===== config.mk =====
export PLATFORM = sky130hd
export DESIGN_NAME = json_string_unescape
export DESIGN_NICKNAME = d
export VERILOG_FILES = /design/src/hdl/jsu_pkg.sv /design/src/hdl/jsu_front.sv /design/src/hdl/jsu_back.sv /design/src/hdl/json_string_unescape.sv
export SDC_FILE = /design/constraint.sdc
export NUM_CORES = 1
export LEC_CHECK = 0
export BUFFER_PORTS_ARGS = -buffer_cell sky130_fd_sc_hd__buf_4
export CORE_ASPECT_RATIO = 0.75
export CORE_UTILIZATION = 58
export CTS_CLUSTER_SIZE = 8
export DETAILED_ROUTE_END_ITERATION = 10
export GPL_ROUTABILITY_DRIVEN = 0
export PLACE_DENSITY = 0.76
export SYNTH_ARGS = -nofsm -noshare
export SYNTH_HDL_FRONTEND = slang
export SYNTH_HIERARCHICAL = 1
export SYNTH_SLANG_ARGS = --single-unit

===== constraint.sdc =====
create_clock -name aclk -period 13.4 [get_ports aclk]
set_input_delay 1.34 -clock aclk [delete_from_list [all_inputs] [get_ports aclk]]
set_output_delay 1.34 -clock aclk [all_outputs]
set_load 0.02 [all_outputs]

===== src/hdl/jsu_pkg.sv =====
package jsu_pkg;

    // Character codes
    localparam logic [7:0] CH_NUL    = 8'h00;
    localparam logic [7:0] CH_QUOTE  = 8'h22;
    localparam logic [7:0] CH_BSLASH = 8'h5C;
    localparam logic [7:0] CH_QMARK  = 8'h3F;
    localparam logic [7:0] CH_U      = 8'h75;
    localparam logic [7:0] CH_N      = 8'h6E;
    localparam logic [7:0] CH_R      = 8'h72;
    localparam logic [7:0] CH_T      = 8'h74;
    localparam logic [7:0] CH_LF     = 8'h0A;
    localparam logic [7:0] CH_CR     = 8'h0D;
    localparam logic [7:0] CH_TAB    = 8'h09;

    // UTF-8 encoding
    localparam logic [7:0]  UTF_LEAD2  = 8'hC0;
    localparam logic [7:0]  UTF_LEAD3  = 8'hE0;
    localparam logic [7:0]  UTF_CONT   = 8'h80;
    localparam logic [5:0]  UTF_MASK   = 6'h3F;
    localparam logic [15:0] CP_1B_LIM  = 16'h0080;
    localparam logic [15:0] CP_2B_LIM  = 16'h0800;

    localparam logic [15:0] CAP_RESET  = 16'd1024;

    // Queue between front and back
    localparam int QDEPTH = 2;
    localparam int QPTR_W = $clog2(QDEPTH);

    // Digits held after \u, and pending writes of one item
    localparam int HELD_N = 3;
    localparam int PEND_N = 5;

    typedef enum logic [1:0] {
        MODE_NORMAL,
        MODE_ESCAPE,
        MODE_HEX
    } mode_t;

    // What follows the pending writes of an item
    typedef enum logic [1:0] {
        TAIL_NONE,
        TAIL_FINISH,
        TAIL_ESCAPE,
        TAIL_CHECK
    } tail_t;

    // Classified input item
    typedef struct packed {
        logic       start;
        logic [7:0] data;
        logic       is_end;     // zero byte or quote
        logic       is_zero;
        logic       is_bs;
        logic       is_u;
        logic       hex_ok;
        logic [3:0] hex_val;
        logic [7:0] esc_byte;   // byte after a backslash, mapped
    } jsu_item_t;

    function automatic logic [4:0] hex_decode(input logic [7:0] b);
        logic [7:0] d;
        begin
            d = 8'd0;
            hex_decode = 5'd0;
            if (b >= 8'h30 && b <= 8'h39) begin
                d = b - 8'h30;
                hex_decode = {1'b1, d[3:0]};
            end else if (b >= 8'h61 && b <= 8'h66) begin
                d = b - 8'h57;
                hex_decode = {1'b1, d[3:0]};
            end else if (b >= 8'h41 && b <= 8'h46) begin
                d = b - 8'h37;
                hex_decode = {1'b1, d[3:0]};
            end
        end
    endfunction

endpackage


===== src/hdl/jsu_front.sv =====
module jsu_front
    import jsu_pkg::*;
(
    input  logic      aclk,
    input  logic      aresetn,
    input  logic      s_valid,
    output logic      s_ready,
    input  logic      s_op,
    input  logic [7:0] s_data_byte,
    output jsu_item_t head,
    output logic      head_valid,
    input  logic      pop
);

    jsu_item_t cls;
    logic [4:0] hx;

    jsu_item_t             q_mem_reg [QDEPTH];
    logic [QPTR_W-1:0]     wr_ptr_reg, wr_ptr_next;
    logic [QPTR_W-1:0]     rd_ptr_reg, rd_ptr_next;
    logic [QPTR_W:0]       count_reg, count_next;
    logic                  push, take;

    // classify
    always_comb begin
        hx          = hex_decode(s_data_byte);
        cls.start   = s_op;
        cls.data    = s_data_byte;
        cls.is_zero = (s_data_byte == CH_NUL);
        cls.is_end  = (s_data_byte == CH_NUL) || (s_data_byte == CH_QUOTE);
        cls.is_bs   = (s_data_byte == CH_BSLASH);
        cls.is_u    = (s_data_byte == CH_U);
        cls.hex_ok  = hx[4];
        cls.hex_val = hx[3:0];
        case (s_data_byte)
            CH_N:    cls.esc_byte = CH_LF;
            CH_R:    cls.esc_byte = CH_CR;
            CH_T:    cls.esc_byte = CH_TAB;
            default: cls.esc_byte = s_data_byte;
        endcase
    end

    assign s_ready    = (count_reg != (QPTR_W+1)'(QDEPTH));
    assign head_valid = (count_reg != '0);
    assign head       = q_mem_reg[rd_ptr_reg];
    assign push       = s_valid && s_ready;
    assign take       = pop && head_valid;

    always_comb begin
        wr_ptr_next = push ? wr_ptr_reg + 1'b1 : wr_ptr_reg;
        rd_ptr_next = take ? rd_ptr_reg + 1'b1 : rd_ptr_reg;
        count_next  = count_reg;
        if (push && !take) begin
            count_next = count_reg + 1'b1;
        end else if (take && !push) begin
            count_next = count_reg - 1'b1;
        end
    end

    always_ff @(posedge aclk) begin
        if (!aresetn) begin
            wr_ptr_reg <= '0;
            rd_ptr_reg <= '0;
            count_reg  <= '0;
        end else begin
            wr_ptr_reg <= wr_ptr_next;
            rd_ptr_reg <= rd_ptr_next;
            count_reg  <= count_next;
        end
    end

    always_ff @(posedge aclk) begin
        if (push) begin
            q_mem_reg[wr_ptr_reg] <= cls;
        end
    end

endmodule


===== src/hdl/jsu_back.sv =====
module jsu_back
    import jsu_pkg::*;
(
    input  logic       aclk,
    input  logic       aresetn,
    input  jsu_item_t  head,
    input  logic       head_valid,
    output logic       pop,
    input  logic [15:0] cap,
    output logic       m_valid,
    input  logic       m_ready,
    output logic [7:0] m_out_byte,
    output logic       m_has_byte,
    output logic       m_last,
    output logic       m_found
);

    // decode state
    mode_t       mode_reg, mode_next;
    logic [7:0]  held_reg [HELD_N];
    logic [7:0]  held_next [HELD_N];
    logic [1:0]  hc_reg, hc_next;
    logic [15:0] cv_reg, cv_next;
    logic [15:0] wc_reg, wc_next;
    logic        fin_reg, fin_next;

    // sequencer
    logic        busy_reg, busy_next;
    logic        fin_pend_reg, fin_pend_next;
    logic [7:0]  pend_reg [PEND_N];
    logic [7:0]  pend_next [PEND_N];
    logic [2:0]  pcnt_reg, pcnt_next;
    tail_t       tail_reg, tail_next;

    // output register
    logic        m_valid_reg, m_valid_next;
    logic [7:0]  m_byte_reg, m_byte_next;
    logic        m_has_reg, m_has_next;
    logic        m_last_reg, m_last_next;
    logic        m_found_reg, m_found_next;

    logic        out_free;
    logic [15:0] cv_new;
    logic [15:0] wc_inc;
    logic [16:0] cap17;
    logic        plain;
    logic [2:0]  ins_idx;

    assign out_free = !m_valid_reg || m_ready;
    assign cap17    = {1'b0, cap};
    assign cv_new   = {cv_reg[11:0], head.hex_val};
    assign wc_inc   = wc_reg + 16'd1;
    assign plain    = !head.is_end && !head.is_bs;
    assign ins_idx  = {1'b0, hc_reg} + 3'd1;

    always_comb begin
        mode_next     = mode_reg;
        held_next     = held_reg;
        hc_next       = hc_reg;
        cv_next       = cv_reg;
        wc_next       = wc_reg;
        fin_next      = fin_reg;
        busy_next     = busy_reg;
        fin_pend_next = fin_pend_reg;
        pend_next     = pend_reg;
        pcnt_next     = pcnt_reg;
        tail_next     = tail_reg;
        pop           = 1'b0;

        m_valid_next  = m_valid_reg && !m_ready;
        m_byte_next   = m_byte_reg;
        m_has_next    = m_has_reg;
        m_last_next   = m_last_reg;
        m_found_next  = m_found_reg;

        if (!busy_reg) begin
            if (head_valid) begin
                pop = 1'b1;
                if (head.start) begin
                    mode_next     = MODE_NORMAL;
                    for (int i = 0; i < HELD_N; i++) begin
                        held_next[i] = 8'd0;
                    end
                    hc_next       = 2'd0;
                    cv_next       = 16'd0;
                    wc_next       = 16'd0;
                    fin_next      = 1'b0;
                    busy_next     = 1'b1;
                    fin_pend_next = 1'b0;
                    pcnt_next     = 3'd0;
                    tail_next     = TAIL_CHECK;
                end else if (!fin_reg) begin
                    unique case (mode_reg)
                        MODE_NORMAL: begin
                            if (head.is_end) begin
                                busy_next = 1'b1;
                                pcnt_next = 3'd0;
                                tail_next = TAIL_FINISH;
                            end else if (head.is_bs) begin
                                mode_next = MODE_ESCAPE;
                            end else begin
                                busy_next    = 1'b1;
                                pend_next[0] = head.data;
                                pcnt_next    = 3'd1;
                                tail_next    = TAIL_NONE;
                            end
                        end
                        MODE_ESCAPE: begin
                            mode_next = MODE_NORMAL;
                            if (head.is_zero) begin
                                busy_next = 1'b1;
                                pcnt_next = 3'd0;
                                tail_next = TAIL_FINISH;
                            end else if (head.is_u) begin
                                mode_next = MODE_HEX;
                                hc_next   = 2'd0;
                                cv_next   = 16'd0;
                            end else begin
                                busy_next    = 1'b1;
                                pend_next[0] = head.esc_byte;
                                pcnt_next    = 3'd1;
                                tail_next    = TAIL_NONE;
                            end
                        end
                        MODE_HEX: begin
                            if (head.hex_ok) begin
                                cv_next = cv_new;
                                if (hc_reg != 2'(HELD_N)) begin
                                    held_next[hc_reg] = head.data;
                                    hc_next           = hc_reg + 2'd1;
                                end else begin
                                    mode_next = MODE_NORMAL;
                                    hc_next   = 2'd0;
                                    busy_next = 1'b1;
                                    tail_next = TAIL_NONE;
                                    if (cv_new < CP_1B_LIM) begin
                                        pend_next[0] = cv_new[7:0];
                                        pcnt_next    = 3'd1;
                                    end else if (cv_new < CP_2B_LIM &&
                                                 ({1'b0, wc_reg} + 17'd2) < cap17) begin
                                        pend_next[0] = UTF_LEAD2 | {3'd0, cv_new[10:6]};
                                        pend_next[1] = UTF_CONT | {2'd0, cv_new[5:0] & UTF_MASK};
                                        pcnt_next    = 3'd2;
                                    end else if (({1'b0, wc_reg} + 17'd3) < cap17) begin
                                        pend_next[0] = UTF_LEAD3 | {4'd0, cv_new[15:12]};
                                        pend_next[1] = UTF_CONT | {2'd0, cv_new[11:6] & UTF_MASK};
                                        pend_next[2] = UTF_CONT | {2'd0, cv_new[5:0] & UTF_MASK};
                                        pcnt_next    = 3'd3;
                                    end else begin
                                        // no room: sequence dropped, capacity still checked
                                        pcnt_next = 3'd0;
                                        tail_next = TAIL_CHECK;
                                    end
                                end
                            end else begin
                                // bad digit: '?', held digits, then the byte itself if plain text
                                mode_next    = MODE_NORMAL;
                                hc_next      = 2'd0;
                                busy_next    = 1'b1;
                                pend_next[0] = CH_QMARK;
                                for (int i = 0; i < HELD_N; i++) begin
                                    pend_next[i+1] = held_reg[i];
                                end
                                if (plain) begin
                                    pend_next[ins_idx] = head.data;
                                end
                                pcnt_next = ins_idx + {2'd0, plain};
                                if (head.is_end) begin
                                    tail_next = TAIL_FINISH;
                                end else if (head.is_bs) begin
                                    tail_next = TAIL_ESCAPE;
                                end else begin
                                    tail_next = TAIL_NONE;
                                end
                            end
                        end
                        default: begin
                            mode_next = MODE_NORMAL;
                        end
                    endcase
                end
            end
        end else if (fin_pend_reg) begin
            if (out_free) begin
                m_valid_next  = 1'b1;
                m_byte_next   = 8'd0;
                m_has_next    = 1'b0;
                m_last_next   = 1'b1;
                m_found_next  = (wc_reg != 16'd0);
                fin_next      = 1'b1;
                mode_next     = MODE_NORMAL;
                busy_next     = 1'b0;
                fin_pend_next = 1'b0;
            end
        end else if (pcnt_reg != 3'd0) begin
            if (out_free) begin
                m_valid_next = 1'b1;
                m_byte_next  = pend_reg[0];
                m_has_next   = 1'b1;
                m_last_next  = 1'b0;
                m_found_next = 1'b0;
                wc_next      = wc_inc;
                if (({1'b0, wc_inc} + 17'd1) >= cap17) begin
                    // output full: rest of the item is dropped
                    fin_pend_next = 1'b1;
                end else begin
                    for (int i = 0; i < PEND_N - 1; i++) begin
                        pend_next[i] = pend_reg[i+1];
                    end
                    pcnt_next = pcnt_reg - 3'd1;
                    if (pcnt_reg == 3'd1) begin
                        case (tail_reg)
                            TAIL_FINISH: busy_next = 1'b1;
                            TAIL_ESCAPE: begin
                                mode_next = MODE_ESCAPE;
                                busy_next = 1'b0;
                            end
                            default:     busy_next = 1'b0;
                        endcase
                    end
                end
            end
        end else begin
            case (tail_reg)
                TAIL_FINISH: fin_pend_next = 1'b1;
                TAIL_CHECK: begin
                    if (({1'b0, wc_reg} + 17'd1) >= cap17) begin
                        fin_pend_next = 1'b1;
                    end else begin
                        busy_next = 1'b0;
                    end
                end
                TAIL_ESCAPE: begin
                    mode_next = MODE_ESCAPE;
                    busy_next = 1'b0;
                end
                default: busy_next = 1'b0;
            endcase
        end
    end

    always_ff @(posedge aclk) begin
        if (!aresetn) begin
            mode_reg     <= MODE_NORMAL;
            for (int i = 0; i < HELD_N; i++) begin
                held_reg[i] <= 8'd0;
            end
            hc_reg       <= 2'd0;
            cv_reg       <= 16'd0;
            wc_reg       <= 16'd0;
            fin_reg      <= 1'b1;
            busy_reg     <= 1'b0;
            fin_pend_reg <= 1'b0;
            pcnt_reg     <= 3'd0;
            tail_reg     <= TAIL_NONE;
            m_valid_reg  <= 1'b0;
        end else begin
            mode_reg     <= mode_next;
            held_reg     <= held_next;
            hc_reg       <= hc_next;
            cv_reg       <= cv_next;
            wc_reg       <= wc_next;
            fin_reg      <= fin_next;
            busy_reg     <= busy_next;
            fin_pend_reg <= fin_pend_next;
            pcnt_reg     <= pcnt_next;
            tail_reg     <= tail_next;
            m_valid_reg  <= m_valid_next;
        end
    end

    always_ff @(posedge aclk) begin
        pend_reg    <= pend_next;
        m_byte_reg  <= m_byte_next;
        m_has_reg   <= m_has_next;
        m_last_reg  <= m_last_next;
        m_found_reg <= m_found_next;
    end

    assign m_valid    = m_valid_reg;
    assign m_out_byte = m_byte_reg;
    assign m_has_byte = m_has_reg;
    assign m_last     = m_last_reg;
    assign m_found    = m_found_reg;

endmodule


===== src/hdl/json_string_unescape.sv =====
// JSON string body unescaper with UTF-8 output.
// Input channel (s_): one item per byte of the string body. s_op = 1 starts a
// new string and clears the decoder; s_op = 0 carries a text byte.
// Result channel (m_): decoded bytes (m_has_byte = 1) and one closing item
// (m_last = 1, m_found = something was written) per string.
// Config channel (cfg_): writes out_capacity; write only while the block is idle.
// The front classifies each byte and parks it in a two-item queue; the back
// sequencer decodes it and puts out one result item per cycle while m_ready
// allows, via an output register; a stall on one side holds up the other
// only once the queue is full or empty. The back sequencer loads one item,
// then emits its results one per cycle; it takes no new item from the queue
// until it is through with the last. A backslash or a non-final hex digit
// gives no result of its own.
// Reset: capacity returns to 1024 and the block sits finished, ignoring text
// bytes until a start item. A stalled m_ready fills the output register, then
// the queue, then drops s_ready.
module json_string_unescape
    import jsu_pkg::*;
(
    input  logic        aclk,
    input  logic        aresetn,
    input  logic        s_valid,
    output logic        s_ready,
    input  logic        s_op,
    input  logic [7:0]  s_data_byte,
    output logic        m_valid,
    input  logic        m_ready,
    output logic [7:0]  m_out_byte,
    output logic        m_has_byte,
    output logic        m_last,
    output logic        m_found,
    input  logic        cfg_valid,
    output logic        cfg_ready,
    input  logic [15:0] cfg_data
);

    logic [15:0] cap_reg;
    jsu_item_t   head;
    logic        head_valid;
    logic        pop;

    // capacity register, always writable
    assign cfg_ready = 1'b1;

    always_ff @(posedge aclk) begin
        if (!aresetn) begin
            cap_reg <= CAP_RESET;
        end else if (cfg_valid && cfg_ready) begin
            cap_reg <= cfg_data;
        end
    end

    jsu_front u_front (
        .aclk        (aclk),
        .aresetn     (aresetn),
        .s_valid     (s_valid),
        .s_ready     (s_ready),
        .s_op        (s_op),
        .s_data_byte (s_data_byte),
        .head        (head),
        .head_valid  (head_valid),
        .pop         (pop)
    );

    jsu_back u_back (
        .aclk        (aclk),
        .aresetn     (aresetn),
        .head        (head),
        .head_valid  (head_valid),
        .pop         (pop),
        .cap         (cap_reg),
        .m_valid     (m_valid),
        .m_ready     (m_ready),
        .m_out_byte  (m_out_byte),
        .m_has_byte  (m_has_byte),
        .m_last      (m_last),
        .m_found     (m_found)
    );

    // back never pulls from an empty queue
    a_pop_valid: assert property (@(posedge aclk) disable iff (!aresetn)
        pop |-> head_valid)
        else $error("queue popped while empty");

    // closing item carries no byte
    a_last_nobyte: assert property (@(posedge aclk) disable iff (!aresetn)
        m_valid && m_last |-> !m_has_byte && (m_out_byte == 8'd0))
        else $error("closing item carries a byte");

    // found only on the closing item
    a_found_last: assert property (@(posedge aclk) disable iff (!aresetn)
        m_valid && m_found |-> m_last)
        else $error("found outside closing item");

    // a stalled result stays valid until it is taken
    a_out_hold: assert property (@(posedge aclk) disable iff (!aresetn)
        m_valid && !m_ready |=> m_valid)
        else $error("result dropped under stall");

endmodule

==> metrics <==
die boundary height 124 um; critical path type reg -> reg; slew margin rel. 0.190; number of synthesized flops with an enable pin 103; post-route fraction of the period consumed by the critical path 0.482; Slew Viols, Final 0; CTS max path bufs 2; number of hold violations in the final report 0; total global routing track utilization 0.305; flip-flop cell with the highest count after synthesis sky130_fd_sc_hd__edfxtp_1; path depth of the worst reg2reg path 15; Fill cells 1,570; die area 20,400 sq um; Core Box Area 19,400 sq um; Worst Max-Slew Pin Slew 1210 ps; max capacitance violation total 0; share of flip-flops with an asynchronous set or reset 0; routed vias/inst 6.44; count of antenna-violating nets left after detailed routing 0; cell area after layout 12,400 sq um; GRT overflow 0; register bit count reported by yosys 189; Placement Cell Area 11,900 sq um; detailed-routing iteration count for the pre-antenna-repair pass 6; count of placed standard cells including taps 1,413; worst path arrival time 6520 ps; Hold Buf Count CTS 0; drt wl/cell 20.6 um; x dimension of the die 165 um; port buffer count 42; hold slack 476 ps; proportion of layout cells with a drive suffix above 1 0.113; setup violators final 0; synthesized area per cell 9.72 sq um; Max H-tree Level 4; sort of element at the start of the critical path flip-flop; TritonCTS clock tree yes; min Tclk post-route 6460 ps; via count of the first global-routing pass 8,345; Starting Density 0.593; final worst clock skew 15.6 ps; net count of the mapped netlist 1,304; count of unique library cells instantiated by Yosys 81; final layout net count 1,297; post-CTS setup buffer count 0; Critical Path Fanout Max 12; standby leakage power 0.00477 uW; DRC violations left 0; HPWL reported at the end of detailed placement 21,300 um; largest net degree at the start of global routing 58; total vias in the final route 9,300; top achievable clock speed 0.155 GHz; Antenna Diode Count 0; Hold WC Path Type reg -> reg; number of standard-cell rows in the floorplan 44; Hold Path Cell Cnt 2; number of I/O pins 44; DRC marker count from the first detailed-route iteration 1,232; Ys Warns 6; Area Overhead vs Synth 7.69%; fraction of the yosys area taken by sequential cells 0.418; clock insertion delay at the later pin of the skew report 440 ps; global-route wire length before repair 46,800 um; kind of end point of the critical path flip-flop; Gate Count Post-Synth 1,186; number of cells upsized or downsized after cts 0; root cell of the clock tree sky130_fd_sc_hd__clkbuf_16; run status completed; max reg flops 52; utilization after layout 0.639; initial antenna violation count 2; count of placed standard cells in the final layout, fillers left out 1,445; Peak VDD IR 167 uV; final routed wirelength across all metal layers 29,800 um; Clock transition at path regs 80 ps; number of buffers added by the clock tree synthesis step 17; required time of the critical path 13,460 ps; Fin Setup TNS 0 ps; power density of the placed cells 139 nW/um^2; number of sinks handled by clock tree synthesis 189; unrepaired setup endpoints after global routing false; area of the mapped netlist 11,500 sq um
## cell usage after synthesis, types with 24 or more instances
| cell type | count | area, sq um |
|---|---|---|
| sky130_fd_sc_hd__clkbuf_1 | 51 | 191 |
| sky130_fd_sc_hd__xor2_1 | 29 | 254 |
| sky130_fd_sc_hd__mux2i_1 | 44 | 440 |
| sky130_fd_sc_hd__nor2_1 | 101 | 379 |
| sky130_fd_sc_hd__nand3_1 | 24 | 120 |
| sky130_fd_sc_hd__xnor2_1 | 25 | 219 |
| sky130_fd_sc_hd__nand2_1 | 94 | 353 |
| sky130_fd_sc_hd__a22oi_1 | 48 | 360 |
| sky130_fd_sc_hd__edfxtp_1 | 103 | 3090 |
| sky130_fd_sc_hd__o21ai_0 | 65 | 325 |
| sky130_fd_sc_hd__ha_1 | 87 | 1090 |
| sky130_fd_sc_hd__nor2b_1 | 35 | 219 |
| sky130_fd_sc_hd__inv_1 | 48 | 180 |
| sky130_fd_sc_hd__mux2_2 | 26 | 293 |
| sky130_fd_sc_hd__dfxtp_1 | 86 | 1720 |
| sky130_fd_sc_hd__a21oi_1 | 54 | 270 |
## worst max-delay path: stages (launching register included)
cell	delay, ps
sky130_fd_sc_hd__dfxtp_1	650
sky130_fd_sc_hd__ha_1	410
sky130_fd_sc_hd__nand2_2	200
sky130_fd_sc_hd__xnor2_1	330
sky130_fd_sc_hd__nor4b_1	740
sky130_fd_sc_hd__and4_1	480
sky130_fd_sc_hd__nand2_1	110
sky130_fd_sc_hd__xnor2_1	140
sky130_fd_sc_hd__ha_1	300
sky130_fd_sc_hd__a21oi_1	130
sky130_fd_sc_hd__o21ai_0	140
sky130_fd_sc_hd__a2111oi_0	440
sky130_fd_sc_hd__a21oi_1	200
sky130_fd_sc_hd__a311oi_1	550
sky130_fd_sc_hd__a31oi_1	270
sky130_fd_sc_hd__a211oi_1	990
## logic make-up (layout without fill, tap and decap cells)
logic type | Yosys count | in the layout | share of synthesized area
compound gates | 280 | 280 | 0.165
xor+xnor | 55 | 55 | 0.0424
fa+ha+maj | 88 | 88 | 0.0962
buf+inv | 124 | 130 | 0.0464
flops | 189 | 189 | 0.418
mux | 70 | 70 | 0.0636
other cells | 1 | 1 | 0.000325
simple gates | 379 | 379 | 0.168
## worst paths after layout
path | from | end | slack (ps)
worst max register to register | u_back/wc_reg[2]$_SDFFE_PN0P_ | u_back/pend_reg[16]$_DFFE_PP_ | 6940
worst min register to register | cap_reg[10]$_SDFFE_PN1P_ | cap_reg[10]$_SDFFE_PN1P_ | 480
worst min-delay path | cap_reg[10]$_SDFFE_PN1P_ | cap_reg[10]$_SDFFE_PN1P_ | 480
worst max-delay path | u_back/wc_reg[2]$_SDFFE_PN0P_ | u_back/pend_reg[16]$_DFFE_PP_ | 6940
## stage by stage
stage          power [uW]  worst slack, ps
2_1_floorplan        1070             8690
3_3_place_gp         1220             7720
3_5_place_dp         1230             7280
4_1_cts              1710             7180
5_1_grt              1790             6690
6_report             1720             6940
## routing by layer
metal  vias up  global-route usage  wire [um]
li1       4319                   -          -
met1      4397               0.481      13900
met2       544               0.405      11700
met3        38              0.0869       3830
met4         2              0.0539        390
met5         -                   0         13
## final cells by class
type / count / area, sq um / share of cell area
clock inverters: 15 / 124 / 0.00998
inverters: 49 / 184 / 0.0148
repair buffers: 49 / 368 / 0.0296
flip-flops and latches: 189 / 4810 / 0.388
clock buffers: 17 / 425 / 0.0343
multi-input cells: 873 / 6180 / 0.498
well taps: 253 / 317 / 0.0255
## layout by cell type, fill, tap and decap left out, drive strengths merged, types with 5 or more instances in the layout
| master | netlist | layout |
|---|---|---|
| edfxtp | 103 | 103 |
| nor2 | 102 | 102 |
| nand2 | 96 | 96 |
| ha | 87 | 87 |
| dfxtp | 86 | 86 |
| o21ai | 65 | 65 |
| inv | 48 | 56 |
| a21oi | 55 | 55 |
| buf | 21 | 49 |
| a22oi | 48 | 48 |
| mux2i | 44 | 44 |
| nor2b | 35 | 35 |
| xor2 | 30 | 30 |
| mux2 | 26 | 26 |
| xnor2 | 25 | 25 |
| nand3 | 24 | 24 |
| nor3 | 22 | 22 |
| clkbuf | 54 | 17 |
| a211oi | 16 | 16 |
| a21o | 15 | 15 |
| and2 | 15 | 15 |
| nand4 | 15 | 15 |
| nor4 | 14 | 14 |
| nand2b | 13 | 13 |
| and3 | 8 | 8 |
| or2 | 8 | 8 |
| or3 | 7 | 7 |
| o221ai | 7 | 7 |
| a31oi | 7 | 7 |
| o221a | 7 | 7 |
| clkinv | 1 | 7 |
| nand3b | 6 | 6 |
| or4 | 5 | 5 |
| o31ai | 5 | 5 |
| a41oi | 5 | 5 |
| o21a | 5 | 5 |
| a221oi | 5 | 5 |
| a311o | 5 | 5 |
## where the power goes
group | leakage (uW) | internal [uW] | switching [uW]
logic | 0.00285 | 173 | 372
clock network | 0.000268 | 243 | 238
registers | 0.00166 | 673 | 24.6
Note: power is estimated with default switching activity, not from simulation.
